**src/sv/linear_probe_hash_table_core_macros.svh**
```systemverilog
// Assertion macros for the hash table RTL.
`ifndef LINEAR_PROBE_HASH_TABLE_CORE_MACROS_SVH
`define LINEAR_PROBE_HASH_TABLE_CORE_MACROS_SVH

// Same-cycle implication, checked out of reset.
`define LPHT_ASSERT_NOW(label, clk, rst, ante, cons, msg) \
  label: assert property (@(posedge clk) disable iff (rst) (ante) |-> (cons)) \
    else $error(msg);

// Next-cycle implication, checked out of reset.
`define LPHT_ASSERT_NEXT(label, clk, rst, ante, cons, msg) \
  label: assert property (@(posedge clk) disable iff (rst) (ante) |=> (cons)) \
    else $error(msg);

`endif

```
**src/sv/lpht_pkg.sv**
```systemverilog
// Types, codes and the key hash for the linear probing hash table.
package lpht_pkg;

  localparam logic [1:0] KIND_INSERT = 2'd0;
  localparam logic [1:0] KIND_LOOKUP = 2'd1;
  localparam logic [1:0] KIND_CLEAR  = 2'd2;
  localparam logic [1:0] KIND_NONE   = 2'd3;

  localparam logic [2:0] ST_NEW       = 3'd0;
  localparam logic [2:0] ST_EXISTING  = 3'd1;
  localparam logic [2:0] ST_FULL      = 3'd2;
  localparam logic [2:0] ST_FOUND     = 3'd3;
  localparam logic [2:0] ST_NOT_FOUND = 3'd4;
  localparam logic [2:0] ST_CLEARED   = 3'd5;

  localparam int SLOT_OUT_W  = 10;
  localparam int COUNT_W     = 16;
  localparam int TOTAL_W     = 11;
  localparam int KEY_BYTES   = 12;
  localparam int HASH_ROT    = 3;
  localparam int MOD_BITS    = 8;
  localparam logic [COUNT_W-1:0] COUNT_MAX = 16'hFFFF;

  typedef struct packed {
    logic               valid;
    logic [63:0]        key_low;
    logic [31:0]        key_high;
    logic [COUNT_W-1:0] count;
  } slot_word_t;

  typedef enum logic [2:0] {
    BK_INIT,
    BK_IDLE,
    BK_PROBE,
    BK_CLEAR,
    BK_FIN
  } back_state_t;

  // Each byte ends up rotated left by three bits for itself and for every byte that follows it,
  // the last byte included, so the hash is an XOR of fixed rotations.
  function automatic logic [63:0] key_hash(input logic [63:0] lo, input logic [31:0] hi);
    logic [95:0] key;
    logic [63:0] acc;
    logic [63:0] byte_ext;
    int          sh;
    key = {hi, lo};
    acc = '0;
    for (int b = 0; b < KEY_BYTES; b++) begin
      byte_ext = {56'd0, key[8*b +: 8]};
      sh = (HASH_ROT * (KEY_BYTES - b)) % 64;
      acc = acc ^ ((byte_ext << sh) | (byte_ext >> (64 - sh)));
    end
    return acc;
  endfunction

endpackage

```
**src/sv/lpht_front.sv**
```systemverilog
// Front end: accepts beats, drops unused kinds and reduces the key hash to a home slot.
module lpht_front #(
  parameter int TABLE_DEPTH = 1024,
  localparam int SLOT_W = $clog2(TABLE_DEPTH)
) (
  input  logic              clk,
  input  logic              rst,
  input  logic              in_valid,
  output logic              in_stall,
  input  logic [1:0]        kind,
  input  logic [63:0]       key_low,
  input  logic [31:0]       key_high,
  input  logic              init_busy,
  input  logic              q_full,
  output logic              q_push,
  output logic [1:0]        q_kind,
  output logic [63:0]       q_key_low,
  output logic [31:0]       q_key_high,
  output logic [SLOT_W-1:0] q_home
);

  localparam bit POW2 = ((TABLE_DEPTH & (TABLE_DEPTH - 1)) == 0);
  localparam int RW = SLOT_W + 1;
  localparam logic [RW-1:0] DEPTH_R = RW'(TABLE_DEPTH);

  logic          f_valid;
  logic          done;
  logic [2:0]    step;
  logic [1:0]    f_kind;
  logic [63:0]   f_key_low;
  logic [31:0]   f_key_high;
  logic [63:0]   hsh;
  logic [RW-1:0] rem;
  logic [RW-1:0] rem_next;
  logic          accept;

  assign q_push   = f_valid && done && !q_full;
  assign in_stall = init_busy || (f_valid && !q_push);
  assign accept   = in_valid && !in_stall;

  // Eight restoring modulo steps per cycle, most significant hash bit first.
  always_comb begin
    logic [RW-1:0] r;
    r = rem;
    for (int i = 0; i < lpht_pkg::MOD_BITS; i++) begin
      r = {r[SLOT_W-1:0], hsh[63-i]};
      if (r >= DEPTH_R) begin
        r = r - DEPTH_R;
      end
    end
    rem_next = r;
  end

  always_ff @(posedge clk) begin
    if (rst) begin
      f_valid <= 1'b0;
      done    <= 1'b0;
      step    <= 3'd0;
    end else begin
      if (q_push) begin
        f_valid <= 1'b0;
      end
      if (accept && kind != lpht_pkg::KIND_NONE) begin
        f_valid <= 1'b1;
        done    <= POW2;
        step    <= 3'd0;
      end else if (f_valid && !done) begin
        step <= step + 3'd1;
        if (step == 3'd7) begin
          done <= 1'b1;
        end
      end
    end
  end

  always_ff @(posedge clk) begin
    if (accept) begin
      f_kind     <= kind;
      f_key_low  <= key_low;
      f_key_high <= key_high;
      hsh        <= lpht_pkg::key_hash(key_low, key_high);
      rem        <= '0;
    end else if (f_valid && !done) begin
      hsh <= hsh << lpht_pkg::MOD_BITS;
      rem <= rem_next;
    end
  end

  assign q_kind     = f_kind;
  assign q_key_low  = f_key_low;
  assign q_key_high = f_key_high;
  assign q_home     = POW2 ? hsh[SLOT_W-1:0] : rem[SLOT_W-1:0];

endmodule

```
**config.mk**
```make
export PLATFORM = sky130hd
export DESIGN_NAME = lpht_front
export DESIGN_NICKNAME = d
export VERILOG_FILES = /design/src/sv/linear_probe_hash_table_core_macros.svh /design/src/sv/lpht_pkg.sv /design/src/sv/lpht_front.sv
export SDC_FILE = /design/constraint.sdc
export NUM_CORES = 1
export LEC_CHECK = 0
export BUFFER_PORTS_ARGS = -buffer_cell sky130_fd_sc_hd__buf_2
export CAP_MARGIN = 20
export CORE_ASPECT_RATIO = 1.2
export CORE_MARGIN = 8
export CORE_UTILIZATION = 40
export DETAILED_ROUTE_END_ITERATION = 8
export GPL_TIMING_DRIVEN = 0
export HOLD_SLACK_MARGIN = 0.08
export PLACE_DENSITY = 0.86
export SYNTH_ARGS = -nofsm -noshare
export SYNTH_HDL_FRONTEND = slang
export SYNTH_SLANG_ARGS = --single-unit
```
**constraint.sdc**
```tcl
create_clock -name clk -period 6.45 [get_ports clk]
set_input_delay 0.3225 -clock clk [delete_from_list [all_inputs] [get_ports clk]]
set_output_delay 0.3225 -clock clk [all_outputs]
set_load 0.01 [all_outputs]
```
## Word level (Yosys, flattened, before mapping)

Cells that the tools add are included.

- Output and inout port bits: 110
- Register bits: 113
- Bits of input ports: 103
- Word-level logic and storage cells: 45

- Muxes and demuxes: 7
- Add/sub/neg operators: 1
- Eq/ne operators: 2
- Bitwise operators: 11
- Reductions and logical operators: 17

Operators by type and width:

| kind | count |
|---|---|
| $xor A10 B1 Y10 const B | 5 |
| $xor A10 B10 Y10 | 3 |
| $mux W10 | 2 |
| $reduce_bool A2 Y1 | 4 |
| $logic_and A1 B1 Y1 | 6 |
| $mux W1 | 5 |
| $logic_not A1 Y1 | 4 |
| $add A3 B1 Y3 const B | 1 |
| $eq A3 B3 Y1 const B | 1 |
| $ne A2 B2 Y1 const B | 1 |
| $reduce_and A2 Y1 | 1 |
| $reduce_or A2 Y1 | 1 |
| $xor A1 B1 Y1 const B | 2 |
| $logic_or A1 B1 Y1 | 1 |
| $xor A1 B1 Y1 const AB | 1 |

## Depth between registers and ports, before layout

- Word-level depth: 11
- Gate-level depth with buffers: 4
- Depth with buffers taken out: 4

## Least setup slack after synthesis

OpenSTA, ideal clock, no wires.

- Path type: input to register
- From: in q_full
- To: reg f_key_high[0] (netlist: q_key_high[0]), enable pin
- Slack: 4.279 ns
- Data required time: 6.041 ns
- Data arrival time: 1.762 ns
- Cell stages on the path: 3
- Cell sequence: and2b_4 -> o211ai_4 -> inv_2

- Word-level cells in the longest chain between the ends: 7

Ends and longest elaborated chain:

| item | RTL line | RTL |
|---|---|---|
| start, declared | lpht_front.sv:14 | `input logic q_full,` |
| $logic_not A1 Y1 | lpht_front.sv:37 | `assign q_push = f_valid && done && !q_full;` |
| $logic_and A1 B1 Y1 | lpht_front.sv:37 |  |
| $logic_not A1 Y1 | lpht_front.sv:38 | `assign in_stall = init_busy \|\| (f_valid && !q_push);` |
| $logic_and A1 B1 Y1 | lpht_front.sv:38 |  |
| $logic_or A1 B1 Y1 | lpht_front.sv:38 |  |
| $logic_not A1 Y1 | lpht_front.sv:39 | `assign accept = in_valid && !in_stall;` |
| $logic_and A1 B1 Y1 | lpht_front.sv:39 |  |
| named net accept | lpht_front.sv:35 | `logic accept;` |
| end signal, assigned | lpht_front.sv:80 | `f_key_high <= key_high;` |
| end, declared | lpht_front.sv:31 | `logic [31:0] f_key_high;` |

The timed path passes the listed nets, and every way through them passes these cells.
A chain may end at the register's enable or synchronous reset.

## Worst setup path after layout

- From: reg done
- To: reg f_key_high[5] (netlist: q_key_high[5]), enable pin

- Word-level cells in the longest chain between the ends: 7

Ends and longest elaborated chain:

| item | RTL line | RTL |
|---|---|---|
| start, declared | lpht_front.sv:27 | `logic done;` |
| start signal, assigned | lpht_front.sv:57 | `done <= 1'b0;` |
| start signal, assigned | lpht_front.sv:65 | `done <= POW2;` |
| start signal, assigned | lpht_front.sv:70 | `done <= 1'b1;` |
| $logic_and A1 B1 Y1 (2 in a row) | lpht_front.sv:37 |  |
| $logic_not A1 Y1 | lpht_front.sv:38 |  |
| $logic_and A1 B1 Y1 | lpht_front.sv:38 |  |
| $logic_or A1 B1 Y1 | lpht_front.sv:38 |  |
| $logic_not A1 Y1 | lpht_front.sv:39 |  |
| $logic_and A1 B1 Y1 | lpht_front.sv:39 |  |
| named net accept | lpht_front.sv:35 |  |

The timed path passes the listed nets, and every way through them passes these cells.

==> impl_results.md <==
* Synth Cell Area at 0.00355 mm^2
* CTS resizes at 0
* Row cnt at 37
* Routed Antenna Nets at 0
* # DRC at 0
* RSZ-0062 raised after global routing: false
* Nets at 479
* Worst slew margin at 58.1%
* Io pins at 213
* Final hold viol count at 0
* CP Data Arrival Time at 1.88 ns
* P_leak at 0.00213 uW
* CTS tree: yes
* Routability-driven placement congestion ratio at 0.767
* Min setup slack post-route at 4.61 ns
* Synth Area in XOR/XNOR at 1.48%
* DR vias at 2,161
* Kind of critical path: flip-flop to flip-flop
* Fraction of the cycle the final worst path needs at 28.6%
* Most frequent cells in the layout: buf_2 (210), edfxtp_1 (105), clkbuf_8 (9), xnor2_1 (5), dfxtp_1 (5)
* Longest Clk Path Bufs at 2
* Initial Util at 41.2%
* Worst-Skew Late Latency at 0.35 ns
* Synth Area in Compound Gates at 1.76%
* Main combinational cell family by area after synthesis: simple AND/OR/NAND/NOR gates
* Seq/Total Area, Yosys at 91.6%
* Count of cell types in the netlist at 25
* Hold Crit Class: input port to flip-flop
* Place WS at 4.45 ns
* Layout cells sized above 1 at 62.5%
* Max-cap violations at 0
* Die Width at 102 um
* TritonRoute pass-1 iters at 4
* Post-CTS Setup Repair Bufs at 0
* Overall Global Routing Usage at 14.1%
* DP Wirelength at 7.13 mm
* Hold buffer count at CTS at 0
* Worst VDD drop at 129 uV
* Type of element capturing the critical path: flip-flop
* Setup TNS at 0 ns
* Depth of the CTS H-tree at 3
* Core area at 0.00861 mm^2
* Worst Skew at 0.00600 ns
* Adder-Cell Fraction of Synth Area at 0.705%
* Number of buffers created by CTS at 9
* Iteration-0 DRC Markers at 126
* # clock sinks at 110
* Setup crit start kind: flip-flop
* Avg Cell Area, Syn at 23.7 um^2
* Number of global-route vias before repair at 2,302
* Actual slew at the worst max-slew pin at 0.628 ns
* Total grt overflow at 0
* Ant diodes at 0
* CTS root buf: clkbuf_8
* FMAX at 542 MHz
* Synth Area in Simple Gates at 2.82%
* Area after DPL at 0.00479 mm^2
* Initial antenna violation count at 2
* Status: complete, no violations
* Placed cells at 480
* Seq cells post-synth at 110
* Post-synthesis mux area share at 0.564%
* Port Buffer Count at 209
* Required @ worst endpoint at 6.49 ns
* Setup Viol. Count Final at 0
* Total power at 1420 uW
* Worst-path clk slew at 0.10 ns
* Slew Limit Fails at 0
* DIE HEIGHT at 119 um
* Largest fanout on the critical path at 52
* First-pass GRT wire length at 12.6 mm
* Die Area at 0.0122 mm^2
* Power per cell area at 282 mW/mm^2
* WL final at 8.88 mm
* Final min period at 1.84 ns
* Most common cell after layout, fill and taps aside: buf_2
* Final instance count without filler cells at 496
* Syn. warnings at 0
* Post-Synthesis Cells at 150
* P&R area growth vs syn at 41.4%
* Wire per inst at 17.9 um
* Largest net degree at the start of global routing at 53
* Vias/cell at 4.36
* Fin area at 0.00502 mm^2
## cell type report
class / instances / area (um^2)
fill: 686 / 3590
sequential: 110 / 3250
timing repair buffer: 211 / 1080
multi-input combinational: 36 / 272
tap: 117 / 146
clock buffer: 9 / 124
clock inverter: 7 / 111
buffer: 3 / 22.5
inverter: 3 / 13.8
## stage by stage
step | hold slack (ns) | util, %
after floorplan | 0.392 | -
after global placement | 0.499 | 55.2
after detailed placement | 0.501 | 55.6
after CTS | 0.108 | 58.3
after global routing | 0.0987 | 58.3
final | 0.133 | 58.3
## routing by layer
layer	vias to the layer above	GRT usage [%]	routed length (um)
met5	-	0	29
met2	115	26.3	4920
met1	1006	12.4	2790
met4	4	5.52	133
li1	1020	-	-
met3	16	6.70	1000
## logic make-up after synthesis
family,count (synthesis)
buf+inv,6
flops,110
other cells,1
fa+ha+maj,2
xor+xnor,6
compound gates,6
mux,2
simple gates,17
## flip-flops by register name (all words and copies together) (netlist names)
name / flops
step: 3
hsh: 7
q_kind: 2
done: 1
q_key_low: 64
q_key_high: 32
f_valid: 1
## cells in the mapped netlist (all sizes together)
cell type	instances	area, um^2
edfxtp	105	3150
dfxtp	5	100
xnor2	5	43.8
and2	4	26.3
nor2	4	15.0
buf	3	22.5
inv	3	11.3
nor3	3	20.0
and2b	2	20.0
ha	2	25.0
mux2i	2	20.0
nand2	2	7.51
a21o	1	8.76
a21oi	1	5.00
conb	1	3.75
nand2b	1	6.26
nand3	1	5.00
o2111a	1	12.5
o211ai	1	21.3
o21ai	1	5.00
o21ba	1	10.0
xor2	1	8.76
## power breakdown
part	switching (uW)	leakage (uW)	total, uW	internal (uW)
clock network	215	0.000119	471	256
registers	8.35	0.00102	830	821
logic	63.5	0.000990	115	51.8
## critical path: stages, from the launching register on
cell and delay, ns:
dfxtp_1 0.37, and2b_4 0.19, o211ai_4 0.12, inv_4 0.49, buf_16 0.32
## final timing paths
path                from             to  slack [ns]  cells after the start
max reg2reg         done  q_key_high[5]        4.61                      4
min reg2reg      step[2]        step[2]        0.56                      2
max                 done  q_key_high[5]        4.61                      4
min          key_high[3]  q_key_high[3]        0.13                      1
(Power assumes the default switching activity.)
