[src/sv/linear_probe_hash_table_core_macros.svh]
// Assertion macros for the hash table RTL.
`ifndef LINEAR_PROBE_HASH_TABLE_CORE_MACROS_SVH
`define LINEAR_PROBE_HASH_TABLE_CORE_MACROS_SVH

// Same-cycle implication, checked out of reset.
`define LPHT_ASSERT_NOW(label, clk, rst, ante, cons, msg) \
  label: assert property (@(posedge clk) disable iff (rst) (ante) |-> (cons)) \
    else $error(msg);

// Next-cycle implication, checked out of reset.
`define LPHT_ASSERT_NEXT(label, clk, rst, ante, cons, msg) \
  label: assert property (@(posedge clk) disable iff (rst) (ante) |=> (cons)) \
    else $error(msg);

`endif

[src/sv/lpht_queue.sv]
// Two-entry queue between the hashing front end and the probe engine.
module lpht_queue #(
  parameter int WIDTH = 8
) (
  input  logic             clk,
  input  logic             rst,
  input  logic             push,
  input  logic [WIDTH-1:0] din,
  output logic             full,
  output logic             valid,
  output logic [WIDTH-1:0] dout,
  input  logic             pop
);

  logic [WIDTH-1:0] entry [2];
  logic             wr_ptr;
  logic             rd_ptr;
  logic [1:0]       fill;

  assign full  = (fill == 2'd2);
  assign valid = (fill != 2'd0);
  assign dout  = entry[rd_ptr];

  always_ff @(posedge clk) begin
    if (rst) begin
      wr_ptr <= 1'b0;
      rd_ptr <= 1'b0;
      fill   <= 2'd0;
    end else begin
      if (push) begin
        wr_ptr <= ~wr_ptr;
      end
      if (pop) begin
        rd_ptr <= ~rd_ptr;
      end
      if (push && !pop) begin
        fill <= fill + 2'd1;
      end else if (pop && !push) begin
        fill <= fill - 2'd1;
      end
    end
  end

  always_ff @(posedge clk) begin
    if (push) begin
      entry[wr_ptr] <= din;
    end
  end

endmodule

[config.mk]
export PLATFORM = sky130hd
export DESIGN_NAME = lpht_queue
export DESIGN_NICKNAME = d
export VERILOG_FILES = /design/src/sv/linear_probe_hash_table_core_macros.svh /design/src/sv/lpht_queue.sv
export SDC_FILE = /design/constraint.sdc
export NUM_CORES = 1
export LEC_CHECK = 0
export BUFFER_PORTS_ARGS = -buffer_cell sky130_fd_sc_hd__buf_2
export CAP_MARGIN = 20
export CORE_UTILIZATION = 30
export CTS_CLUSTER_DIAMETER = 60
export CTS_CLUSTER_SIZE = 20
export DETAILED_ROUTE_END_ITERATION = 16
export GPL_TIMING_DRIVEN = 0
export SLEW_MARGIN = 20
export SYNTH_ARGS = -nofsm -noshare
export SYNTH_HDL_FRONTEND = slang
export SYNTH_SLANG_ARGS = --single-unit
[constraint.sdc]
create_clock -name clk -period 1.4 [get_ports clk]
set_input_delay 0.07 -clock clk [delete_from_list [all_inputs] [get_ports clk]]
set_output_delay 0.07 -clock clk [all_outputs]
set_load 0.03 [all_outputs]
* After elaboration in Yosys (flattened, before gate mapping)
Memories as Yosys holds them, arrays and structs flattened. A register that Yosys moved wholly into a read port is not among the register bits.
Cells that the tools add are included.
** Storage, ports and cells
- Bits in writable memories :: 16
- Register bits after elaboration :: 4
- Output and inout bits :: 10
- Memories kept :: 1
** Memories
- entry :: words 2, width 8, read ports 1, clocked after memory_dff 1, write ports 1, line lpht_queue.sv:15 : logic [WIDTH-1:0] entry [2];
** Cells by class
- Multiplexer cells :: 6
- Eq/ne operators :: 1
- Add/subtract/negate cells :: 2
- Reductions and logical operators :: 6
- Bitwise operators :: 2
** Operators with widths (number)
- $mux 1 :: 4
- $mux 2 :: 2
- $reduce_bool 2->1 :: 2
- $add 2x1->2 const B :: 1
- $eq 2x2->1 const B :: 1
- $logic_and 1x1->1 :: 2
- $logic_not 1->1 :: 2
- $not 1->1 :: 2
- $sub 2x1->2 const B :: 1

* Longest topological paths before layout
Gate-level depths: netlist of the first run.
- Depth after elaboration :: 4
- Gate-level depth with buffers :: 5
- Depth with buffers taken out :: 5

* Least setup slack after synthesis of the first run
No wires, ideal clock.
- Kind :: register to register
- From :: register wr_ptr
- To :: memory entry[0][0] (enable)
- Path buffers :: 0
- Data arrival time :: 0.715 ns
- Cell stages (with the launch flop) :: 2
- Period minus slack after synthesis :: 1.088 ns
- Path slack :: 0.312 ns
- Setup time :: 0.373 ns
- Cell sequence :: dfxtp_1 nor2b_1
** RTL lines
- from (decl) :: line lpht_queue.sv:16 : logic wr_ptr;
- from (signal assigned) :: line lpht_queue.sv:31 : wr_ptr <= ~wr_ptr;
- to (decl) :: line lpht_queue.sv:15
Straight into the memory's write port.

==> results of run 1 <==
[cells by family after synthesis]
group	Yosys count	share of synthesized area
AO/OA/AOI/OAI	2	0.01273
XOR/XNOR	4	0.04459
adder cells (fa/ha/maj)	1	0.01592
buffers and inverters	2	0.01114
flip-flops	21	0.7389
multiplexers	8	0.1147
AND/OR/NAND/NOR	9	0.06212
[synth_stat cells (all sizes together)]
cell type and count:
nor2b 1, mux2 8, edfxtp 16, xnor2 2
o21ai 1, a21oi 1, nor2 4, ha 1
buf 1, inv 1, and2b 1, xor2 2
or2 1, or3 1, dfxtp 5, and2 1
[state kept, by name, summed over array words and instances (netlist names), named ones only]
| register | count |
|---|---|
| entry | 16 |
| fill | 2 |
| rd_ptr | 1 |
| wr_ptr | 1 |
[how the worst max path moves through the flow]
stage,start,depth (start not counted),end
global placement,wr_ptr,1,entry[0][1]
floorplan,wr_ptr,1,entry[0][0]
global route,flop,3,dout[2]
detailed placement,wr_ptr,1,entry[0][5]
finish,flop,3,dout[7]
CTS,flop,3,dout[0]
[final cells by class]
type | count | area share
inverter | 1 | 0.003546
multi-input combinational | 24 | 0.1856
clock inverter | 1 | 0.004728
timing repair buffer | 30 | 0.1891
tap | 30 | 0.03546
sequential | 21 | 0.5496
buffer | 1 | 0.01064
clock buffer | 3 | 0.02128
[cells in the final DEF, fill, tap and decap left out]
cell and instances:
a21oi_1 1, o21ai_0 1, xor2_1 2, clkinv_2 1, edfxtp_1 16, inv_1 1, or2_2 1, buf_4 2
dfxtp_1 4, buf_6 1, and2b_2 1, buf_2 19, mux2_2 8, nor2_1 4, nor2b_1 1, xnor2_1 2
and2_1 1, dlygate4sd3_1 9, or3_1 1, ha_1 1, dfxtp_2 1, clkbuf_4 3
[repair_timing]
action / in CTS / in global routing
pin swaps: 0 / 0
hold buffers: 9 / 0
hold endpoints to repair: 21 / 0
gates resized for setup: 1 / 6
setup endpoints to repair: 8 / 8
[power breakdown]
part | internal, mW | switching, mW | total, mW
clock network | 0.106 | 0.172 | 0.278
logic | 0.114 | 0.146 | 0.260
registers | 0.720 | 0.0184 | 0.738
[metal layers]
metal	routed length [um]	track usage	vias up	share of wire
met4	0	0.01316	0	0
li1	-	-	237	-
met2	620	0.1899	17	0.51
met5	0	0	-	0
met1	515	0.09584	220	0.42
met3	84	0.05172	0	0.069
[per-stage QoR]
stage	util	power [mW]	cell area (um2)	hold slack, ns
after global routing	0.4273	1.339	1059	0.05459
after global placement	0.3747	0.9821	928.4	0.2612
final	0.4273	1.276	1059	0.05742
after detailed placement	0.3747	0.9885	928.4	0.2651
after CTS	0.4232	1.288	1049	0.04007
after floorplan	-	0.9168	785.8	0.1391
==> metrics.csv, run 1 <==
metric,value,unit
DRT iter0 DRCs,2,
first-pass GRT wire length,1911,um
"CP delay by family, top",flip-flops,
Slowest cell on crit path,dfxtp_2,
"Hold Vio Cnt, Final",0,
Setup TNS Final,0,ns
Synth Instances,47,
Worst slew margin,0.5164,
Reg area,581.8,um2
"CTS clk-pin slew, worst paths",0.11,ns
Final period util,0.9522,
antenna violations before repair,0,
R2R setup slack,0.12,ns
Yosys cell types,16,
Die Wd,53.18,um
GP Congestion,0.5939,
Synth Cell Area,785.8,um2
Peak VDD IR,0.8443,mV
WP data arrival,1.26,ns
HP Class,primary input to flop,
sequential element share of the synthesized area,0.7389,
Avg Inst Size Synth,16.72,um2
IO Count,22,
Clock Tree Buf Depth,2,
die area,2828,um2
syn nets,60,
crit path max fanout,8,
CTS buffer count,3,
RSZ-0062 raised after global routing,false,
core area,2477,um2
post-layout net count,95,
Lkg Pwr,0.4246,nW
I/O Buffers,21,
Fill cells,244,
Worst Path Required,1.33,ns
Yosys top cell by area,edfxtp_1,
Area Overhead vs Synth,34.71,%
CTS tree,built,
vias post-DR,474,
Hold Crit Endpoint,wr_ptr,
outcome,"complete, no violations",
#FFs+latches synth,21,
Final ANT Viol Nets,0,
Rows,18,
Crit path largest cell delay,0.34,ns
vias in the first global route,489,
Synth area leaders,"edfxtp_1 (61%), dfxtp_1 (13%), mux2_2 (11%), xnor2_1 (2.2%), xor2_1 (2.2%)",
gr usage total,0.09970,
WL/cell,10.99,um
worst skew pair latency,0.29,ns
fmax,750.2,MHz
critical path class,flop to primary output,
crit path cell chain,"buf_6, mux2_2, buf_2",
largest net degree at the start of global routing,13,
Slew @ Worst Pin,0.7240,ns
Reg-to-Reg Start,wr_ptr,
Startpoint Class,flop,
hold depth,3,
die span in y,53.18,um
clk root buf,clkbuf_4,
HP Start,push,
reg2reg end,entry[0][7],
placed cells,98,
# DRC,0,
CP endpoint kind,primary output,
final setup margin,0.06698,ns
Synthesis Warnings,0,
number of diodes,0,
Sink Count,21,
Tmin final,1.333,ns
final max-slew violation count,0,
Initial Util,0.3172,
grt ovf,0,
Final Setup Violations,0,
Routed WL,1220,um
DRT Pass-1 Iters,2,
MaxCap Viol Count,0,
sum of buffers and inverters on the critical path,2,
R2R cell count,1,
Power Density,1206,nW/um2
share of the synthesized area in the top cell type,0.6115,
area occupied by multi-input gates,196.4,um2
setup bufs post-CTS,0,
Via density,4.270,
post-route insts no fill,111,
pre-CTS setup slack,0.07980,ns
clock skew,0.004924,ns
htree depth,1,
share of layout cells above drive strength 1,0.4568,
No activity file was read; power rests on OpenSTA's default activity.
==> run 2: changes to the inputs <==
- BUFFER_PORTS_ARGS: -buffer_cell sky130_fd_sc_hd__buf_2 -> default
- DONT_BUFFER_PORTS: default -> 1
==> metrics.csv, run 2 (synthesized netlist as in run 1, its figures left out) <==
metric,value,unit,change
setup bufs post-CTS,0,,unchanged
largest net degree at the start of global routing,12,,was 13
grt ovf,0,,unchanged
Setup TNS Final,0,ns,unchanged
vias in the first global route,447,,was 489
"CTS clk-pin slew, worst paths",0.10,ns,was 0.11 ns
Sink Count,21,,unchanged
Startpoint Class,flop,,unchanged
gr usage total,0.09879,,was 0.09970
first-pass GRT wire length,1814,um,was 1911 um
I/O Buffers,0,,was 21
IO Count,22,,unchanged
Area Overhead vs Synth,22.13,%,was 34.71%
die span in y,53.18,um,unchanged
largest registers,"entry: 16 flops, fill: 2 flops",,unchanged
post-layout net count,76,,was 95
most frequent cells in the layout,"edfxtp_1 (16), dlygate4sd3_1 (11), mux2_2 (8)",,"was buf_2 (19), edfxtp_1 (16), dlygate4sd3_1 (9)"
hold depth,3,,unchanged
Final Setup Violations,0,,unchanged
RSZ-0062 raised after global routing,false,,unchanged
Peak VDD IR,0.5320,mV,was 0.8443 mV
die area,2828,um2,unchanged
R2R cell count,1,,unchanged
final max-slew violation count,0,,unchanged
area occupied by multi-input gates,196.4,um2,unchanged
clock skew,0.001988,ns,was 0.004924 ns
"Most Used Layer, Global Route",met2,,unchanged
core area,2477,um2,unchanged
htree depth,1,,unchanged
# DRC,0,,unchanged
Die Wd,53.18,um,unchanged
Routed WL,1200,um,was 1220 um
antenna violations before repair,0,,unchanged
critical path class,flop to primary output,,unchanged
met3 GRT Util,0.03448,,was 0.05172
WL/cell,13.04,um,was 10.99 um
WP data arrival,1.27,ns,was 1.26 ns
CTS tree,built,,unchanged
Worst slew margin,0.5173,,was 0.5164
MaxCap Viol Count,0,,unchanged
number of flip-flops in the largest register,16,,unchanged
fmax,745.6,MHz,was 750.2 MHz
Final ANT Viol Nets,0,,unchanged
Util after Layout,0.3874,,was 0.4273
Rows,18,,unchanged
"most common cell after layout, fill and taps aside",edfxtp_1,,was buf_2
Via density,4.565,,was 4.270
Tmin final,1.341,ns,was 1.333 ns
"Power, Total",1.224,mW,was 1.276 mW
Worst Path Required,1.33,ns,about the same
register with the most flip-flops,entry,,unchanged
crit path max fanout,8,,unchanged
Final period util,0.9580,,was 0.9522
Clock Tree Buf Depth,2,,unchanged
Hold Crit Endpoint,fill[0],,was wr_ptr
share of layout cells above drive strength 1,0.2258,,was 0.4568
Slew @ Worst Pin,0.7226,ns,was 0.7240 ns
Initial Util,0.3172,,unchanged
outcome,"complete, no violations",,unchanged
worst skew pair latency,0.29,ns,about the same
reg2reg end,entry[0][5],,was entry[0][7]
number of diodes,0,,unchanged
HP Class,primary input to flop,,unchanged
Fill cells,270,,was 244
met1 Usage GRT,0.09319,,was 0.09584
Reg-to-Reg Start,wr_ptr,,unchanged
GP Congestion,0.5808,,was 0.5939
CP endpoint kind,primary output,,unchanged
CTS buffer count,3,,unchanged
R2R setup slack,0.13,ns,was 0.12 ns
Lkg Pwr,0.3427,nW,was 0.4246 nW
Reg area,580.6,um2,was 581.8 um2
HP Start,push,,unchanged
DRT Pass-1 Iters,3,,was 2
Power Density,1276,nW/um2,was 1206 nW/um2
Hold WS,0.1279,ns,was 0.05742 ns
met2 global-route usage,0.1772,,was 0.1899
"Hold Vio Cnt, Final",0,,unchanged
DRT iter0 DRCs,1,,was 2
vias post-DR,420,,was 474
clk root buf,clkbuf_4,,unchanged
[run 2: cell count changes in the layout (fill, tap and decap cells not counted), sizes merged]
cell         change
clkinv           -1
buf             -21
dlygate4sd3      +2
clkbuf           +1
[run 2: worst max-delay path by stage]
stage           start  cells past startpoint          end
4_1_cts          flop                      2      dout[2]
3_5_place_dp   wr_ptr                      1  entry[0][5]
2_1_floorplan  wr_ptr                      1  entry[0][0]
3_3_place_gp   wr_ptr                      1  entry[0][4]
5_1_grt          flop                      2      dout[2]
6_report         flop                      2      dout[2]
[run 2: repair_timing]
item,4_1_cts,5_1_grt
resized for setup,0,0
endpoints found under the setup margin,0,0
endpoints found under the hold margin,21,0
hold buffers,11,0
[run 2: critical path, stage by stage, from the launching register on]
cell	delay, ns
dfxtp_1	0.32
buf_2	0.21
mux2_2	0.45
[run 2: power by group]
part / internal [mW] / switching [mW] / leakage, nW
sequential: 0.719 / 0.0186 / 0.192
clock: 0.111 / 0.160 / 0.0150
combinational: 0.0797 / 0.136 / 0.136
total: 0.910 / 0.315 / 0.343
[run 2: through the flow]
stage | cells | cell area, um2 | worst slack, ns
after floorplan | 47 | 785.8 | 0.3123
after global placement | 77 | 823.3 | 0.1128
after detailed placement | 77 | 823.3 | 0.07235
after CTS | 92 | 959.7 | 0.03349
after global routing | 92 | 959.7 | 0.0002306
final | 92 | 959.7 | 0.05873
[run 2: metal layers]
metal	vias up	part of all wire
met4	0	0.022
met5	-	0
li1	199	-
met3	4	0.087
met1	198	0.37
met2	19	0.52
[run 2: cell type report]
cell class | instances | area share
multi-input combinational | 24 | 0.2047
buffer | 1 | 0.005215
sequential | 21 | 0.6050
timing repair buffer | 11 | 0.1147
inverter | 1 | 0.003911
tap | 30 | 0.03911
clock buffer | 4 | 0.02738
